[src/hcbd_pkg.sv]
// Shared types, codes and character helpers for the chunked body decoder.
// No dependencies; imported by the top level.
package hcbd_pkg;

  // Result kinds
  localparam logic [1:0] KIND_PAYLOAD = 2'd0;
  localparam logic [1:0] KIND_DONE    = 2'd1;
  localparam logic [1:0] KIND_ERROR   = 2'd2;

  // Error codes
  localparam logic [2:0] ERR_NONE     = 3'd0;
  localparam logic [2:0] ERR_BAD_LEN  = 3'd1;
  localparam logic [2:0] ERR_NO_CRLF  = 3'd2;
  localparam logic [2:0] ERR_EOF_DATA = 3'd3;
  localparam logic [2:0] ERR_EOF_HDR  = 3'd4;
  localparam logic [2:0] ERR_BAD_END  = 3'd5;

  // Input operations
  localparam logic OP_BYTE = 1'b0;
  localparam logic OP_EOS  = 1'b1;

  // Characters
  localparam logic [7:0] CH_CR    = 8'h0D;
  localparam logic [7:0] CH_LF    = 8'h0A;
  localparam logic [7:0] CH_SP    = 8'h20;
  localparam logic [7:0] CH_HT    = 8'h09;
  localparam logic [7:0] CH_VT    = 8'h0B;
  localparam logic [7:0] CH_FF    = 8'h0C;
  localparam logic [7:0] CH_PLUS  = 8'h2B;
  localparam logic [7:0] CH_MINUS = 8'h2D;
  localparam logic [7:0] CH_ZERO  = 8'h30;
  localparam logic [7:0] CH_LO_X  = 8'h78;
  localparam logic [7:0] CH_UP_X  = 8'h58;

  localparam int unsigned HEX_BITS = 4;

  typedef enum logic [3:0] {
    PH_LEAD,
    PH_SIGNED,
    PH_ZERO,
    PH_PREFIX,
    PH_DIGITS,
    PH_SKIP,
    PH_DATA,
    PH_CR,
    PH_LF,
    PH_TRAILER,
    PH_DONE,
    PH_ERROR
  } phase_e;

  // Trailer line tracking
  typedef enum logic [1:0] {
    TRL_START,
    TRL_CR,
    TRL_OTHER
  } trl_e;

  typedef struct packed {
    logic                ok;
    logic [HEX_BITS-1:0] val;
  } hex_t;

  function automatic hex_t hex_val(input logic [7:0] c);
    hex_t h;
    h.ok  = 1'b1;
    h.val = '0;
    if (c >= 8'h30 && c <= 8'h39) begin
      h.val = HEX_BITS'(c - 8'h30);
    end else if (c >= 8'h61 && c <= 8'h66) begin
      h.val = HEX_BITS'(c - 8'h57);
    end else if (c >= 8'h41 && c <= 8'h46) begin
      h.val = HEX_BITS'(c - 8'h37);
    end else begin
      h.ok = 1'b0;
    end
    return h;
  endfunction

  function automatic logic is_blank(input logic [7:0] c);
    return (c == CH_SP) || (c == CH_HT) || (c == CH_VT) || (c == CH_FF) || (c == CH_CR);
  endfunction

endpackage

[src/hcbd_in_if.sv]
// Input channel: wire bytes and end-of-stream marks, valid/ready handshake.
// Depends on nothing.
interface hcbd_in_if;
  logic       valid;
  logic       ready;
  logic       op;
  logic [7:0] byte_in;

  modport source (output valid, output op, output byte_in, input ready);
  modport sink   (input valid, input op, input byte_in, output ready);
endinterface

[src/hcbd_out_if.sv]
// Output channel: decoded payload bytes, message end and error results.
// Depends on nothing.
interface hcbd_out_if;
  logic       valid;
  logic       ready;
  logic [1:0] kind;
  logic [7:0] payload;
  logic       chunk_end;
  logic [2:0] error_code;

  modport source (output valid, output kind, output payload, output chunk_end,
                  output error_code, input ready);
  modport sink   (input valid, input kind, input payload, input chunk_end,
                  input error_code, output ready);
endinterface

[src/http_chunked_body_decoder_top.sv]
// HTTP/1.1 chunked body decoder: strips chunk framing from a byte stream.
// Depends on hcbd_pkg, hcbd_in_if and hcbd_out_if.
//
// The decoder takes one transaction per cycle on in_i: a wire byte (op 0) or an
// end-of-stream mark (op 1). Each transaction is decoded in the cycle it is
// accepted and yields at most one result, which lands in the output register
// and is offered on out_o the next cycle. The block sustains one transaction
// per clock; in_i.ready drops only while the output register holds a result
// that the sink has not yet taken. Size lines are parsed as hex with optional
// leading blanks, sign and 0x prefix; extensions are skipped up to LF. Payload
// bytes come out with chunk_end set on the last byte of each chunk. After a
// zero-size chunk, trailer lines are skipped until an empty CR LF line, then
// a message-complete result is sent and every later input is dropped. Any
// framing fault produces an error result that repeats for every later input
// until reset. LEN_BITS sets the largest accepted chunk size (2^LEN_BITS-1).
module http_chunked_body_decoder_top
  import hcbd_pkg::*;
#(
  parameter int unsigned LEN_BITS = 32
) (
  input  logic              clk_i,
  input  logic              rst_ni,
  hcbd_in_if.sink           in_i,
  hcbd_out_if.source        out_o
);

  // Decoder state
  phase_e              phase_q, phase_d;
  logic [LEN_BITS-1:0] rem_q, rem_d;       // payload bytes left in chunk
  logic [LEN_BITS-1:0] acc_q, acc_d;       // size being parsed
  logic                neg_q, neg_d;       // minus sign seen
  logic                ovf_q, ovf_d;       // size overflowed
  logic                has_chars_q, has_chars_d;
  trl_e                trl_q, trl_d;
  logic [2:0]          err_q, err_d;       // sticky error code

  // Output register
  logic       out_valid_q;
  logic [1:0] out_kind_q;
  logic [7:0] out_payload_q;
  logic       out_end_q;
  logic [2:0] out_code_q;

  // Result of the current transaction
  logic       res_valid;
  logic [1:0] res_kind;
  logic [7:0] res_payload;
  logic       res_end;
  logic [2:0] res_code;

  logic       accept;
  logic [7:0] c;
  hex_t       hx;
  logic       size_bad;
  logic       acc_zero;
  logic       acc_full;   // one more digit would exceed the size range
  logic [LEN_BITS-1:0] rem_dec;

  assign in_i.ready = !out_valid_q || out_o.ready;
  assign accept     = in_i.valid && in_i.ready;
  assign c          = in_i.byte_in;
  assign hx         = hex_val(c);
  assign acc_zero   = (acc_q == '0);
  assign size_bad   = ovf_q || (neg_q && !acc_zero);
  assign acc_full   = |acc_q[LEN_BITS-1 -: HEX_BITS];
  assign rem_dec    = rem_q - LEN_BITS'(1);

  always_comb begin
    phase_d     = phase_q;
    rem_d       = rem_q;
    acc_d       = acc_q;
    neg_d       = neg_q;
    ovf_d       = ovf_q;
    has_chars_d = has_chars_q;
    trl_d       = trl_q;
    err_d       = err_q;
    res_valid   = 1'b0;
    res_kind    = KIND_PAYLOAD;
    res_payload = '0;
    res_end     = 1'b0;
    res_code    = ERR_NONE;

    if (accept) begin
      if (phase_q == PH_ERROR) begin
        // sticky error repeats
        res_valid = 1'b1;
        res_kind  = KIND_ERROR;
        res_code  = err_q;
      end else if (phase_q == PH_DONE) begin
        // message over, drop input
      end else if (in_i.op == OP_EOS) begin
        res_valid = 1'b1;
        res_kind  = KIND_ERROR;
        phase_d   = PH_ERROR;
        unique case (phase_q)
          PH_DATA:      res_code = ERR_EOF_DATA;
          PH_CR, PH_LF: res_code = ERR_NO_CRLF;
          PH_TRAILER:   res_code = ERR_BAD_END;
          default: begin
            // inside a size line: judge the partial line
            if (!has_chars_q)   res_code = ERR_EOF_HDR;
            else if (size_bad)  res_code = ERR_BAD_LEN;
            else if (acc_zero)  res_code = ERR_BAD_END;
            else                res_code = ERR_EOF_DATA;
          end
        endcase
        err_d = res_code;
      end else begin
        unique case (phase_q)
          PH_DATA: begin
            rem_d       = rem_dec;
            res_valid   = 1'b1;
            res_kind    = KIND_PAYLOAD;
            res_payload = c;
            res_end     = (rem_dec == '0);
            if (rem_dec == '0) phase_d = PH_CR;
          end
          PH_CR: begin
            if (c == CH_CR) begin
              phase_d = PH_LF;
            end else begin
              res_valid = 1'b1;
              res_kind  = KIND_ERROR;
              res_code  = ERR_NO_CRLF;
              err_d     = ERR_NO_CRLF;
              phase_d   = PH_ERROR;
            end
          end
          PH_LF: begin
            if (c == CH_LF) begin
              // next size line
              phase_d     = PH_LEAD;
              acc_d       = '0;
              neg_d       = 1'b0;
              ovf_d       = 1'b0;
              has_chars_d = 1'b0;
            end else begin
              res_valid = 1'b1;
              res_kind  = KIND_ERROR;
              res_code  = ERR_NO_CRLF;
              err_d     = ERR_NO_CRLF;
              phase_d   = PH_ERROR;
            end
          end
          PH_TRAILER: begin
            if (c == CH_LF) begin
              if (trl_q == TRL_CR) begin
                phase_d   = PH_DONE;
                res_valid = 1'b1;
                res_kind  = KIND_DONE;
              end
              trl_d = TRL_START;
            end else if (c == CH_CR && trl_q == TRL_START) begin
              trl_d = TRL_CR;
            end else begin
              trl_d = TRL_OTHER;
            end
          end
          default: begin
            // size line phases
            if (c == CH_LF) begin
              if (size_bad) begin
                res_valid = 1'b1;
                res_kind  = KIND_ERROR;
                res_code  = ERR_BAD_LEN;
                err_d     = ERR_BAD_LEN;
                phase_d   = PH_ERROR;
              end else if (acc_zero) begin
                phase_d = PH_TRAILER;
                trl_d   = TRL_START;
              end else begin
                rem_d   = acc_q;
                phase_d = PH_DATA;
              end
            end else begin
              has_chars_d = 1'b1;
              unique case (phase_q)
                PH_LEAD, PH_SIGNED: begin
                  if (phase_q == PH_LEAD && is_blank(c)) begin
                    phase_d = PH_LEAD;
                  end else if (phase_q == PH_LEAD && (c == CH_PLUS || c == CH_MINUS)) begin
                    if (c == CH_MINUS) neg_d = 1'b1;
                    phase_d = PH_SIGNED;
                  end else if (c == CH_ZERO) begin
                    phase_d = PH_ZERO;
                  end else if (hx.ok) begin
                    if (acc_full) ovf_d = 1'b1;
                    else acc_d = {acc_q[LEN_BITS-HEX_BITS-1:0], hx.val};
                    phase_d = PH_DIGITS;
                  end else begin
                    phase_d = PH_SKIP;
                  end
                end
                PH_ZERO: begin
                  if (c == CH_LO_X || c == CH_UP_X) begin
                    phase_d = PH_PREFIX;
                  end else if (hx.ok) begin
                    if (acc_full) ovf_d = 1'b1;
                    else acc_d = {acc_q[LEN_BITS-HEX_BITS-1:0], hx.val};
                    phase_d = PH_DIGITS;
                  end else begin
                    phase_d = PH_SKIP;
                  end
                end
                PH_PREFIX, PH_DIGITS: begin
                  if (hx.ok) begin
                    if (acc_full) ovf_d = 1'b1;
                    else acc_d = {acc_q[LEN_BITS-HEX_BITS-1:0], hx.val};
                    phase_d = PH_DIGITS;
                  end else begin
                    phase_d = PH_SKIP;
                  end
                end
                default: phase_d = PH_SKIP;
              endcase
            end
          end
        endcase
      end
    end
  end

  always_ff @(posedge clk_i or negedge rst_ni) begin
    if (!rst_ni) begin
      phase_q     <= PH_LEAD;
      rem_q       <= '0;
      acc_q       <= '0;
      neg_q       <= 1'b0;
      ovf_q       <= 1'b0;
      has_chars_q <= 1'b0;
      trl_q       <= TRL_START;
      err_q       <= ERR_NONE;
      out_valid_q <= 1'b0;
    end else begin
      phase_q     <= phase_d;
      rem_q       <= rem_d;
      acc_q       <= acc_d;
      neg_q       <= neg_d;
      ovf_q       <= ovf_d;
      has_chars_q <= has_chars_d;
      trl_q       <= trl_d;
      err_q       <= err_d;
      if (in_i.ready) begin
        out_valid_q <= res_valid;
      end
    end
  end

  // Result payload; loads whenever the register is free or being drained
  always_ff @(posedge clk_i) begin
    if (in_i.ready) begin
      out_kind_q    <= res_kind;
      out_payload_q <= res_payload;
      out_end_q     <= res_end;
      out_code_q    <= res_code;
    end
  end

  assign out_o.valid      = out_valid_q;
  assign out_o.kind       = out_kind_q;
  assign out_o.payload    = out_payload_q;
  assign out_o.chunk_end  = out_end_q;
  assign out_o.error_code = out_code_q;

endmodule
[src/flat_wrapper.sv]
// flat-port wrapper written by rule: the top's interface ports become plain ports
module http_chunked_body_decoder_top_flat import hcbd_pkg::*;
#(
  parameter int unsigned LEN_BITS = 32
)
  (clk_i, rst_ni, in_i_valid, in_i_op, in_i_byte_in, in_i_ready, out_o_valid, out_o_kind, out_o_payload, out_o_chunk_end, out_o_error_code, out_o_ready);
  hcbd_in_if in_i_i ();
  hcbd_out_if out_o_i ();
  input  logic clk_i;
  input  logic rst_ni;
  input wire logic [$bits(in_i_i.valid)-1:0] in_i_valid;
  input wire logic [$bits(in_i_i.op)-1:0] in_i_op;
  input wire logic [$bits(in_i_i.byte_in)-1:0] in_i_byte_in;
  output wire logic [$bits(in_i_i.ready)-1:0] in_i_ready;
  output wire logic [$bits(out_o_i.valid)-1:0] out_o_valid;
  output wire logic [$bits(out_o_i.kind)-1:0] out_o_kind;
  output wire logic [$bits(out_o_i.payload)-1:0] out_o_payload;
  output wire logic [$bits(out_o_i.chunk_end)-1:0] out_o_chunk_end;
  output wire logic [$bits(out_o_i.error_code)-1:0] out_o_error_code;
  input wire logic [$bits(out_o_i.ready)-1:0] out_o_ready;
  assign in_i_i.valid = in_i_valid;
  assign in_i_i.op = in_i_op;
  assign in_i_i.byte_in = in_i_byte_in;
  assign in_i_ready = in_i_i.ready;
  assign out_o_valid = out_o_i.valid;
  assign out_o_kind = out_o_i.kind;
  assign out_o_payload = out_o_i.payload;
  assign out_o_chunk_end = out_o_i.chunk_end;
  assign out_o_error_code = out_o_i.error_code;
  assign out_o_i.ready = out_o_ready;
  http_chunked_body_decoder_top #(.LEN_BITS(LEN_BITS)) u_core (.clk_i(clk_i), .rst_ni(rst_ni), .in_i(in_i_i), .out_o(out_o_i));
endmodule
[config.mk]
export PLATFORM = sky130hd
export DESIGN_NAME = http_chunked_body_decoder_top_flat
export DESIGN_NICKNAME = d
export VERILOG_FILES = /design/src/hcbd_pkg.sv /design/src/hcbd_in_if.sv /design/src/hcbd_out_if.sv /design/src/http_chunked_body_decoder_top.sv /design/src/flat_wrapper.sv
export SDC_FILE = /design/constraint.sdc
export NUM_CORES = 1
export LEC_CHECK = 0
export BUFFER_PORTS_ARGS = -buffer_cell sky130_fd_sc_hd__buf_4
export CAP_MARGIN = 20
export CELL_PAD_IN_SITES_DETAIL_PLACEMENT = 1
export CELL_PAD_IN_SITES_GLOBAL_PLACEMENT = 1
export CORE_ASPECT_RATIO = 1.5
export CORE_MARGIN = 1.5
export CORE_UTILIZATION = 38
export CTS_CLUSTER_SIZE = 30
export DETAILED_ROUTE_END_ITERATION = 12
export PLACE_DENSITY_LB_ADDON = 0.1
export SYNTH_ARGS = -nofsm -noshare
export SYNTH_HDL_FRONTEND = slang
export SYNTH_SLANG_ARGS = --single-unit
[constraint.sdc]
create_clock -name clk_i -period 2.6 [get_ports clk_i]
set_input_delay 0.52 -clock clk_i [delete_from_list [all_inputs] [get_ports clk_i]]
set_output_delay 0.52 -clock clk_i [all_outputs]
set_load 0.02 [all_outputs]
Yosys cells after proc, flatten, opt, wreduce, memory -nomap -nowiden
Index checks and enable logic that the tools add are counted.

Reductions and logical operators: 48. Eq/ne operators: 38. $add $sub $neg: 4. Multiplexer cells: 99. Bitwise operators: 8. Magnitude comparators: 6.

Operators by type and width (count): 32-bit two-way mux (11); 32-bit case mux with 2 select lines (2); 32-bit case mux with 3 select lines (1); 32-bit zero test (2); 4-bit two-way mux (15); 8-bit by 4-bit == test with 1-bit output, second input constant (5); 3-bit two-way mux (12); 8-bit by 6-bit == test with 1-bit output, second input constant (4); 2-bit two-way mux (16); 32-bit by 1-bit subtractor with 32-bit output, second input constant (1); 1-bit two-way mux (30); 3-bit case mux with 3 select lines (3); 8-bit AND reduction (3); 3-bit inequality test, second input constant (6); 4-bit == test, second input constant (4); 8-bit by 7-bit == test with 1-bit output, second input constant (2); 8-bit by 7-bit greater-or-equal comparator with 1-bit output, second input constant (2); 8-bit by 7-bit <= comparator with 1-bit output, second input constant (2); 4-bit case mux with 4 select lines (1); 4-bit by 3-bit == test with 1-bit output, second input constant (3); 4-bit case mux with 3 select lines (1); 12-bit AND reduction (1); 2-bit nonzero test (6); 4-bit nonzero test (3); 28 further kinds (67).

Bits in registers: 91. Bits of input ports: 13. Logic and storage cells: 217.

Logic depth before layout (Yosys ltp)
Gate-level depths: netlist of the first run.

Word-level depth: 13. Mapped depth: 11.

Worst setup path before layout of the first run
No wires, ideal clock.

Path type: input to register. Start point: input out_o_ready. End point: register u_core.acc_q[2]. Cell stages on the path: 8. Library setup time: 125 ps. Setup slack: -197 ps. Data required time: 2475 ps. Data arrival time: 2672 ps. Path through: nand2b_1 -> nand3b_1 -> nor2_1 -> nand3_1 -> a2111oi_0 -> nand3_2 -> buf_6 -> mux2_4.

Word-level cells in the longest chain between the ends: 3.

RTL lines: from (decl) (line flat_wrapper.sv:20) `input wire logic [$bits(out_o_i.ready)-1:0] out_o_ready;`; 1-bit logical OR (line http_chunked_body_decoder_top.sv:59) `assign in_i.ready = !out_valid_q || out_o.ready;`; 1-bit logical AND (line http_chunked_body_decoder_top.sv:60) `assign accept = in_i.valid && in_i.ready;`; 12-bit AND reduction (no line); to (signal assigned) (line http_chunked_body_decoder_top.sv:227) `acc_q <= '0;`; to (signal assigned) (line http_chunked_body_decoder_top.sv:237) `acc_q <= acc_d;`; to (decl) (line http_chunked_body_decoder_top.sv:30) `logic [LEN_BITS-1:0] acc_q, acc_d;`.

No other way between the ends. A chain may end at the register's enable or synchronous reset.

Final worst setup path of the first run
Start point: register u_core.rem_q[1]. End point: register u_core.out_end_q (netlist: u_core.out_o.chunk_end), data pin.

Word-level cells in the longest chain between the ends: 2.

RTL lines: from (decl) (line http_chunked_body_decoder_top.sv:29) `logic [LEN_BITS-1:0] rem_q, rem_d;`; from (signal assigned) (line http_chunked_body_decoder_top.sv:236) `rem_q <= rem_d;`; 32-bit by 1-bit subtractor with 32-bit output (line http_chunked_body_decoder_top.sv:66) `assign rem_dec = rem_q - LEN_BITS'(1);`; 32-bit zero test (line http_chunked_body_decoder_top.sv:115) `res_end = (rem_dec == '0);`; to (signal assigned) (line http_chunked_body_decoder_top.sv:254) `out_end_q <= res_end;`; to (decl) (line http_chunked_body_decoder_top.sv:41) `logic out_end_q;`.

No other way between the ends.

==> flow_summary_export.csv, run 1 <==
group,metric,value,unit
outcome,status,"finished clean",
pwr,netSwitchingPower,2.76,mW
floorplan,initial_utilization,39.1,%
pwr,p_leak,3.76,nW
critical_path,crit_type,"reg -> reg",
pwr,p_int,3.90,mW
routing,avgRoutedWirePerCell,20.2,µm
floorplan,fp.dieH,156,µm
critical_path,arrival,2630,ps
place,place_congestion,0.946,
critical_path,critical-path-top-delay-family,"simple AND/OR/NAND/NOR gates",
sta,setup_viol_count_final,0,
routing,via_per_inst,5.69,
critical_path,crit_slowest_cell,"or4b_4",
synth,ys_ff_latch,91,
floorplan,ios,29,
pwr,seq_power_share,30.8,%
synth,ys_types,79,
final_layout,nets,829,
place,io_buffers,28,
pwr,pwr-share-comb,49.6,%
final_layout,finalInstanceArea,7520,µm²
place,dpl_cell_area,7100,µm²
floorplan,die_width,105,µm
routing,ant_nets,0,
synth,syn_area,5920,µm²
final_layout,drive_above_1_share,24.7,%
synth,yosysSeqAreaShare,39.6,%
sta,fmaxAchievable,0.397,GHz
cts,clock_sinks,91,
sta,period_needed,2520,ps
cts,cts_tree,"yes",
routing,routed_wl,20400,µm
final_layout,area_growth,27.0,%
final_layout,final_core_util,49.7,%
critical_path,worst_setup_path_end_kind,"register",
routing,drtIter0Drc,209,
grt,antenna_found_initial,0,
sta,post-route-period-util,96.9,%
critical_path,critPathLaunchType,"register",
floorplan,dieArea,16400,µm²
synth,ys_async_sr_fraction,84.6,%
sta,slew_headroom,60.5,%
grt,overflow,0,
synth,synth_fp_nets,719,
critical_path,critPathRequiredTime,2710,ps
run,cap_viol_max_count,0,
floorplan,rows,55,
cts,clock_path_buffers,2,
sta,worstMarginPinSlew,593,ps
critical_path,crit_path_max_incr_delay,490,ps
cts,numCtsBuffers,9,
critical_path,critPathMaxFanout,4,
grt,grt_pass1_wl,32800,µm
cts,clk_latency,350,ps
routing,drc,0,
critical_path,worst-path-buf-inv,5,
cts,cts_hold_buf,0,
sta,skew,6.78,ps
cts,cts-htree-levels,3,
cts,path_clk_slew,80,ps
critical_path,crit_chain,"inv_2 > ha_4 > or4b_4 > buf_6 > nor2_4 > buf_6 > buf_4 > nand3_1 > a21boi_0 > o31ai_1 > nand4_1 > buf_4 > nor2_4",
grt,grt.total_usage,25.8,%
sta,final_max_slew_viol_count,0,
sta,rsz0062_at_grt,"true",
floorplan,coreArea,15100,µm²
synth,synth_edf_count,14,
synth,avgSynthCellArea,8.51,µm²
routing,num_vias,5750,
pwr,power,6.66,mW
pwr,swShare,41.5,%
critical_path,critPathLaunch,"u_core.rem_q[1]$_DFFE_PN0P_",
final_layout,diodes,0,
pwr,ir_drop,521,µV
pwr,p_clk_share,19.6,%
grt,grt_max_degree,70,
grt,grt_pass1_vias,6355,
synth,yosys_warnings,0,
synth,synthCells,696,
pwr,power_density,886,nW/µm²
cts,post-cts-setup-buffers,0,
routing,drtPass1Iterations,4,
min_path,hold_class,"in -> async",
place,dp.final_hpwl,15500,µm
synth,synthFlopType,"dfrtp_1",
sta,hold_viol,0,
cts,cts_root_buf,"clkbuf_16",
critical_path,reg2reg_from,"u_core.rem_q[1]$_DFFE_PN0P_",
## cell families after synthesis
family | count (synthesis) | share of synthesized area, %
and+or+nand+nor | 286 | 25.7
AOI/OAI and AO/OA | 186 | 19.8
DFF | 91 | 39.6
buffers and inverters | 85 | 6.21
muxes | 35 | 6.15
adders and majority gates | 10 | 2.11
xor gates and xnor gates | 3 | 0.444
## worst reg2reg max path, cell delays in order, from the launching register on
cell and delay (ps):
dfrtp_1 390, inv_2 80, ha_4 130, or4b_4 490, buf_6 150, nor2_4 80, buf_6 130, buf_4 110
nand3_1 100, a21boi_0 190, o31ai_1 150, nand4_1 110, buf_4 140, nor2_4 40
## Yosys cell counts, types with 9 or more instances
master / count / area [µm²]
a21oi_1: 59 / 295
a31oi_1: 10 / 62.6
and3_1: 14 / 87.6
buf_2: 9 / 45.0
clkbuf_1: 24 / 90.1
dfrtp_1: 77 / 1930
edfxtp_1: 14 / 420
ha_1: 10 / 125
inv_1: 43 / 161
mux2i_1: 30 / 300
nand2_1: 61 / 229
nand2b_1: 10 / 62.6
nand3_1: 21 / 105
nor2_1: 80 / 300
nor3_1: 24 / 120
nor4_1: 19 / 119
o21ai_0: 45 / 225
o22a_1: 9 / 78.8
## path summary, 6_finish.rpt
check / endpoint / slack [ps] / cells past startpoint
worst max-delay path: u_core.out_o.chunk_end$_SDFFCE_PP0N_ / 80 / 13
worst min-delay path: u_core.rem_q[2]$_DFFE_PN0P_ / 160 / 1
worst max register to register: u_core.out_o.chunk_end$_SDFFCE_PP0N_ / 80 / 13
worst min register to register: u_core.err_q[2]$_DFFE_PN0P_ / 520 / 2
max in group asynchronous: u_core.acc_q[19]$_DFFE_PN0P_ / 1810 / 2
min in group clk_i: u_core.out_o.valid$_DFFE_PN0N_ / 480 / 3
## through the flow
step,setup slack (ps),setup TNS (ps),hold WS [ps],cells
floorplan,27.0,0,224,696
global placement,-205,-6380,498,993
detailed placement,-308,-8780,509,993
CTS,4.69,0,176,1009
global route,-16.6,-36.2,187,1010
finish,80.8,0,155,1010
## area by class of cell
cell class | instances | area, µm²
Timing Repair Buffer | 139 | 1140
Tap cell | 199 | 249
Sequential cell | 91 | 2350
Fill cell | 1823 | 7620
Inverter | 45 | 170
Clock inverter | 7 | 58.8
Clock buffer | 9 | 225
Multi-Input combinational cell | 520 | 3330
## layer usage
| layer | vias up | wire (µm) | track usage [%] |
|---|---|---|---|
| met4 | 0 | 943 | 12.7 |
| met1 | 2852 | 8060 | 27.9 |
| met3 | 53 | 367 | 3.17 |
| met2 | 91 | 11000 | 48.9 |
| li1 | 2754 | - | - |
| met5 | - | 0 | 0 |
## registers in the layout (all words and copies together), names as in the netlist
signal and flops:
u_core.acc_q 32, u_core.rem_q 32, u_core.out_o.payload 8, u_core.phase_q 4, u_core.err_q 3, u_core.out_o.error_code 3
u_core.out_o.kind 2, u_core.trl_q 2, u_core.has_chars_q 1, u_core.neg_q 1, u_core.out_o.chunk_end 1, u_core.out_o.valid 1
u_core.ovf_q 1
## cell usage in the layout (no fill, tap or decap), types with 18 or more instances in the layout
cell | netlist | layout
o21ai_0 | 45 | 44
nand3_1 | 21 | 20
dfrtp_1 | 77 | 77
buf_4 | 4 | 130
mux2i_1 | 30 | 30
nand2_1 | 61 | 61
a21oi_1 | 59 | 59
inv_1 | 43 | 41
nor2_1 | 80 | 75
nor4_1 | 19 | 18
nor3_1 | 24 | 24
## timing repair
| action | 4_1_cts | 5_1_grt |
|---|---|---|
| cloned | 0 | 1 |
| pin swaps | 1 | 4 |
| resized for setup | 12 | 15 |
| setup endpoints to repair | 35 | 43 |
## power by group through the flow
stage	logic (mW)	registers, mW	clock network (mW)
after floorplan	1.58	2.08	0
after CTS	3.24	2.05	1.34
final	3.30	2.05	1.31
after detailed placement	3.16	2.07	0
after global routing	3.57	2.09	1.38
after global placement	3.11	2.06	0
Power figures use the tool's default switching activity.
==> run 2, diff against run 1 <==
- CORE_ASPECT_RATIO: 1.5 -> 1.4
==> run 2 against run 1 <==
Compared with the run above:
- total power fell by 0.30%
- non-clock buffer count fell by 2
- critical path depth did not move
- sequential power barely moved
- first-iteration DRC count rose by 33%
- global-route usage rose by 0.055 points
- flip-flop and latch count did not move
- clock power rose by 5%
- cell area fell by 0.22%
- maximum frequency rose by 1.6%
- count of clock-buffer cells in the layout rose by 1
- clock skew rose by 1.0 ps
==> flow_summary_export.csv, run 2 (synthesis results as in run 1) <==
group,metric,value,unit
min_path,hold_class,"in -> async",
sta,hold_viol,0,
cts,numCtsBuffers,9,
critical_path,critPathMaxFanout,4,
critical_path,crit_slowest_cell,"or4b_4",
sta,skew,7.79,ps
grt,grt.total_usage,25.8,%
grt,grt_pass1_wl,32200,µm
final_layout,layout_commonest_cell,"buf_4",
floorplan,coreArea,15100,µm²
floorplan,dieArea,16400,µm²
outcome,status,"finished clean",
critical_path,reg2reg_from,"u_core.rem_q[1]$_DFFE_PN0P_",
place,place_congestion,0.952,
cts,path_clk_slew,70,ps
sta,final_max_slew_viol_count,0,
place,io_buffers,28,
sta,period_needed,2480,ps
cts,cts-htree-levels,3,
routing,via_per_inst,5.79,
critical_path,crit_chain,"inv_2 > ha_4 > or4b_4 > buf_6 > nor2_4 > buf_6 > buf_4 > a31o_2 > o32a_1 > o31ai_1 > nand4_1 > buf_6 > nor2_4",
floorplan,die_width,109,µm
final_layout,drive_above_1_share,24.5,%
routing,drtPass1Iterations,4,
routing,drc,0,
cts,cts_tree,"yes",
critical_path,r2r_slack,120,ps
pwr,power_density,885,nW/µm²
grt,overflow,0,
final_layout,instances_no_fill,1001,
place,dpl_cell_area,7080,µm²
place,dp.final_hpwl,15300,µm
critical_path,crit_path_max_incr_delay,470,ps
final_layout,finalInstanceArea,7510,µm²
routing,num_vias,5793,
critical_path,critPathRequiredTime,2710,ps
pwr,p_leak,3.76,nW
critical_path,endpoint,"u_core.out_o.chunk_end$_SDFFCE_PP0N_",
critical_path,r2r_cells,13,
sta,fmaxAchievable,0.403,GHz
final_layout,fillers,1805,
critical_path,crit_type,"reg -> reg",
floorplan,fp.dieH,151,µm
sta,slew_headroom,65.4,%
cts,clock_path_buffers,2,
routing,avgRoutedWirePerCell,19.8,µm
cts,clock_sinks,91,
routing,routed_wl,19800,µm
floorplan,ios,29,
cts,cts_root_buf,"clkbuf_16",
final_layout,area_growth,26.8,%
final_layout,final_core_util,49.7,%
cts,cts_hold_buf,0,
sta,final.setup.tns,0,ps
critical_path,cp_common_cell,"buf_6",
final_layout,nets,827,
grt,antenna_found_initial,0,
routing,drtIter0Drc,278,
sta,post-route-period-util,95.4,%
sta,worstMarginPinSlew,517,ps
routing,ant_nets,0,
cts,clk_latency,360,ps
sta,setup_viol_count_final,0,
critical_path,r2r_end,"u_core.out_o.chunk_end$_SDFFCE_PP0N_",
critical_path,critPathLaunch,"u_core.rem_q[1]$_DFFE_PN0P_",
floorplan,initial_utilization,39.2,%
final_layout,diodes,0,
place,dp.cells,983,
grt,grt_pass1_vias,6223,
run,cap_viol_max_count,0,
final_layout,layout_common_cells,"buf_4 (127), dfrtp_1 (77), nor2_1 (75)",
pwr,ir_drop,416,µV
floorplan,rows,53,
grt,grt_max_degree,70,
critical_path,arrival,2590,ps
critical_path,critPathLaunchType,"register",
critical_path,worst_setup_path_end_kind,"register",
==> run 2: how the worst min path moves through the flow <==
stage	end	slack [ps]	start
6_report	u_core.rem_q[3]$_DFFE_PN0P_	120	rst_ni
5_1_grt	u_core.rem_q[3]$_DFFE_PN0P_	140	rst_ni
4_1_cts	u_core.rem_q[3]$_DFFE_PN0P_	120	rst_ni
3_5_place_dp	u_core.rem_q[10]$_DFFE_PN0P_	510	rst_ni
3_3_place_gp	u_core.err_q[2]$_DFFE_PN0P_	490	u_core.err_q[2]$_DFFE_PN0P_
2_1_floorplan	u_core.acc_q[0]$_DFFE_PN0P_	220	rst_ni
==> run 2: cell type report <==
cell class / instances / area [µm²] / share of cell area, %
clock buffer: 10 / 229 / 3.05
sequential: 91 / 2350 / 31.3
clock inverter: 6 / 71.3 / 0.950
inverter: 45 / 170 / 2.27
timing repair buffer: 137 / 1130 / 15.0
tap: 192 / 240 / 3.20
multi-input combinational: 520 / 3320 / 44.3
==> run 2: routing by layer <==
layer	routed length (µm)	up-vias	track usage, %
met5	0	-	0
met4	777	0	11.3
met3	463	43	3.64
met2	10500	87	47.2
met1	8060	2915	29.5
li1	-	2748	-
==> run 2: repair_timing <==
item,in CTS,in global routing
setup endpoints to repair,32,48
pin swaps,1,3
setup buffers,1,1
cloned,0,0
resized for setup,11,18
==> run 2: per-stage QoR <==
step	hold slack [ps]	setup slack, ps	power (mW)
final	117	120	6.64
after detailed placement	511	-198	5.19
after floorplan	224	27.0	3.65
after global placement	491	-168	5.09
after CTS	124	1.54	6.64
after global routing	136	-17.7	7.05
==> run 2: worst max-delay path: cells and delay by family, from the launching register on <==
kind / cells / cell delay, ps
compound gates: 3 / 400
simple gates: 4 / 740
fa+ha+maj: 1 / 120
buf+inv: 5 / 570
flops: 1 / 390
==> run 2: power by group <==
part	switching [mW]	total [mW]	internal, mW
Clock	0.614	1.37	0.757
Combinational	1.77	3.24	1.47
Sequential	0.287	2.04	1.75
Total	2.67	6.64	3.97
==> run 3, diff against run 2 <==
==> constraint.sdc (replaced) <==
create_clock -name clk_i -period 2.6 [get_ports clk_i]
set_input_delay 0.13 -clock clk_i [delete_from_list [all_inputs] [get_ports clk_i]]
set_output_delay 0.13 -clock clk_i [all_outputs]
set_load 0.02 [all_outputs]
==> run 3 against run 2 <==
Compared with the run above:
- cell area down 4.2%
- flip-flop and latch count unchanged
- sequential share of layout area up 1.4 points
- largest cell class unchanged
- clock skew down 0.83 ps
- worst setup slack worse by 25 ps
- core utilization down 2.1 points
- first-iteration DRC count down 8.6%
- die area unchanged
- sequential power up 3%
- largest power group unchanged
==> flow_summary_export.csv, run 3 (synthesis results as in run 1) <==
group,metric,value,unit
min_path,hold_class,"in -> reg",
critical_path,r2r_end,"u_core.out_o.valid$_DFFE_PN0N_",
sta,fmaxAchievable,0.399,GHz
pwr,power_density,859,nW/µm²
run,cap_viol_max_count,0,
routing,drc,0,
pwr,ir_drop,386,µV
outcome,status,"finished clean",
routing,via_per_inst,5.88,
cts,numCtsBuffers,9,
critical_path,arrival,2740,ps
critical_path,r2r_cells,7,
floorplan,die_width,109,µm
critical_path,crit_type,"reg -> reg",
pwr,p_leak,3.57,nW
sta,post-route-period-util,96.3,%
cts,cts_tree,"yes",
critical_path,critPathMaxFanout,3,
sta,setup_viol_count_final,0,
final_layout,drive_above_1_share,21.0,%
floorplan,rows,53,
sta,hold_slack,80.6,ps
grt,grt_pass1_vias,6029,
cts,cts-htree-levels,3,
place,dp_slack,-40.9,ps
routing,drtPass1Iterations,5,
routing,avgRoutedWirePerCell,21.2,µm
sta,worst_slack,95.1,ps
final_layout,layout_commonest_cell,"buf_4",
grt,overflow,0,
sta,final_max_slew_viol_count,0,
grt,grt.total_usage,26.1,%
final_layout,diodes,0,
routing,routed_wl,20500,µm
critical_path,crit_path_max_incr_delay,580,ps
min_path,whs_path_depth,3,
floorplan,initial_utilization,39.2,%
floorplan,coreArea,15100,µm²
final_layout,final_core_util,47.6,%
routing,ant_nets,0,
routing,drtIter0Drc,254,
grt,antenna_found_initial,0,
cts,clock_path_buffers,2,
cts,path_clk_slew,70,ps
cts,clock_sinks,91,
floorplan,fp.dieH,151,µm
grt,grt_max_degree,42,
final_layout,nets,794,
sta,period_needed,2500,ps
place,dp.final_hpwl,15300,µm
grt,grt_pass1_wl,32200,µm
critical_path,worst_setup_path_end_kind,"register",
critical_path,critPathRequiredTime,2830,ps
final_layout,layout_common_cells,"buf_4 (97), nor2_1 (79), dfrtp_1 (74)",
final_layout,finalInstanceArea,7190,µm²
min_path,hold_path_end,"u_core.out_o.valid$_DFFE_PN0N_",
min_path,min_from,"in_i_valid",
routing,num_vias,5692,
cts,clk_latency,360,ps
critical_path,critPathLaunchType,"register",
floorplan,dieArea,16400,µm²
critical_path,crit_slowest_cell,"or4_4",
critical_path,r2r_slack,100,ps
cts,cts_root_buf,"clkbuf_16",
sta,skew,6.95,ps
place,dpl_cell_area,6770,µm²
final_layout,area_growth,21.5,%
sta,rsz0062_at_grt,"true",
place,place_congestion,0.914,
sta,worstMarginPinSlew,562,ps
critical_path,reg2reg_from,"u_core.acc_q[31]$_DFFE_PN0P_",
critical_path,crit_chain,"or4_4 > nand4b_1 > o21ai_0 > nand2b_1 > o2111a_1 > o311ai_2 > nand2_1",
place,io_buffers,28,
sta,hold_viol,0,
sta,slew_headroom,62.5,%
floorplan,ios,29,
## run 3: layer usage
metal	track usage [%]	wire, µm
met5	0	0
met4	12.2	648
met3	3.42	607
met2	47.7	11100
met1	29.6	8130
## run 3: power by group
| part | switching [mW] | internal (mW) | total [mW] |
|---|---|---|---|
| clock | 0.613 | 0.644 | 1.26 |
| combinational | 1.65 | 1.17 | 2.82 |
| sequential | 0.348 | 1.75 | 2.10 |
| total | 2.61 | 3.56 | 6.18 |
## run 3: repair_timing
item                                   CTS  global route
pin swaps                                0             8
hold buffers                             1             0
setup endpoints to repair               29            52
cloned                                   0             1
resized for setup                        3            21
buffers inserted                         0             4
endpoints found under the hold margin   37             0
## run 3: critical path: cells and delay by family (launching register included)
kind / cells / cell delay (ps)
simple gates: 4 / 1160
flops: 1 / 400
compound gates: 3 / 820
## run 3: worst max-delay path by stage
stage                                   from                             end  slack (ps)  cells after the start
4_1_cts         u_core.acc_q[30]$_DFFE_PN0P_     u_core.rem_q[5]$_DFFE_PN0P_           4                      9
3_3_place_gp   u_core.phase_q[3]$_DFFE_PN0P_    u_core.acc_q[12]$_DFFE_PN0P_          10                     10
2_1_floorplan    u_core.rem_q[0]$_DFFE_PN0P_   u_core.phase_q[0]$_DFFE_PN0P_          30                     11
3_5_place_dp   u_core.phase_q[3]$_DFFE_PN0P_    u_core.acc_q[31]$_DFFE_PN0P_         -40                     10
5_1_grt          u_core.rem_q[1]$_DFFE_PN0P_   u_core.phase_q[3]$_DFFE_PN0P_         -40                      9
6_report        u_core.acc_q[31]$_DFFE_PN0P_  u_core.out_o.valid$_DFFE_PN0N_         100                      7
## run 3: cell type report
cell class                      instances  area (µm²)
Fill cell                            1817        7930
Tap cell                              192         240
Inverter                               45         169
Sequential cell                        91        2350
Timing Repair Buffer                  104         863
Clock buffer                            9         225
Clock inverter                          7        45.0
Multi-Input combinational cell        520        3300
## run 3: stage by stage
step / power (mW) / instances / TNS [ps]
after floorplan: 3.65 / 696 / 0
after global placement: 4.74 / 946 / 0
after detailed placement: 4.81 / 946 / -200
after CTS: 6.09 / 963 / 0
after global routing: 6.53 / 968 / -46.3
final: 6.18 / 968 / 0
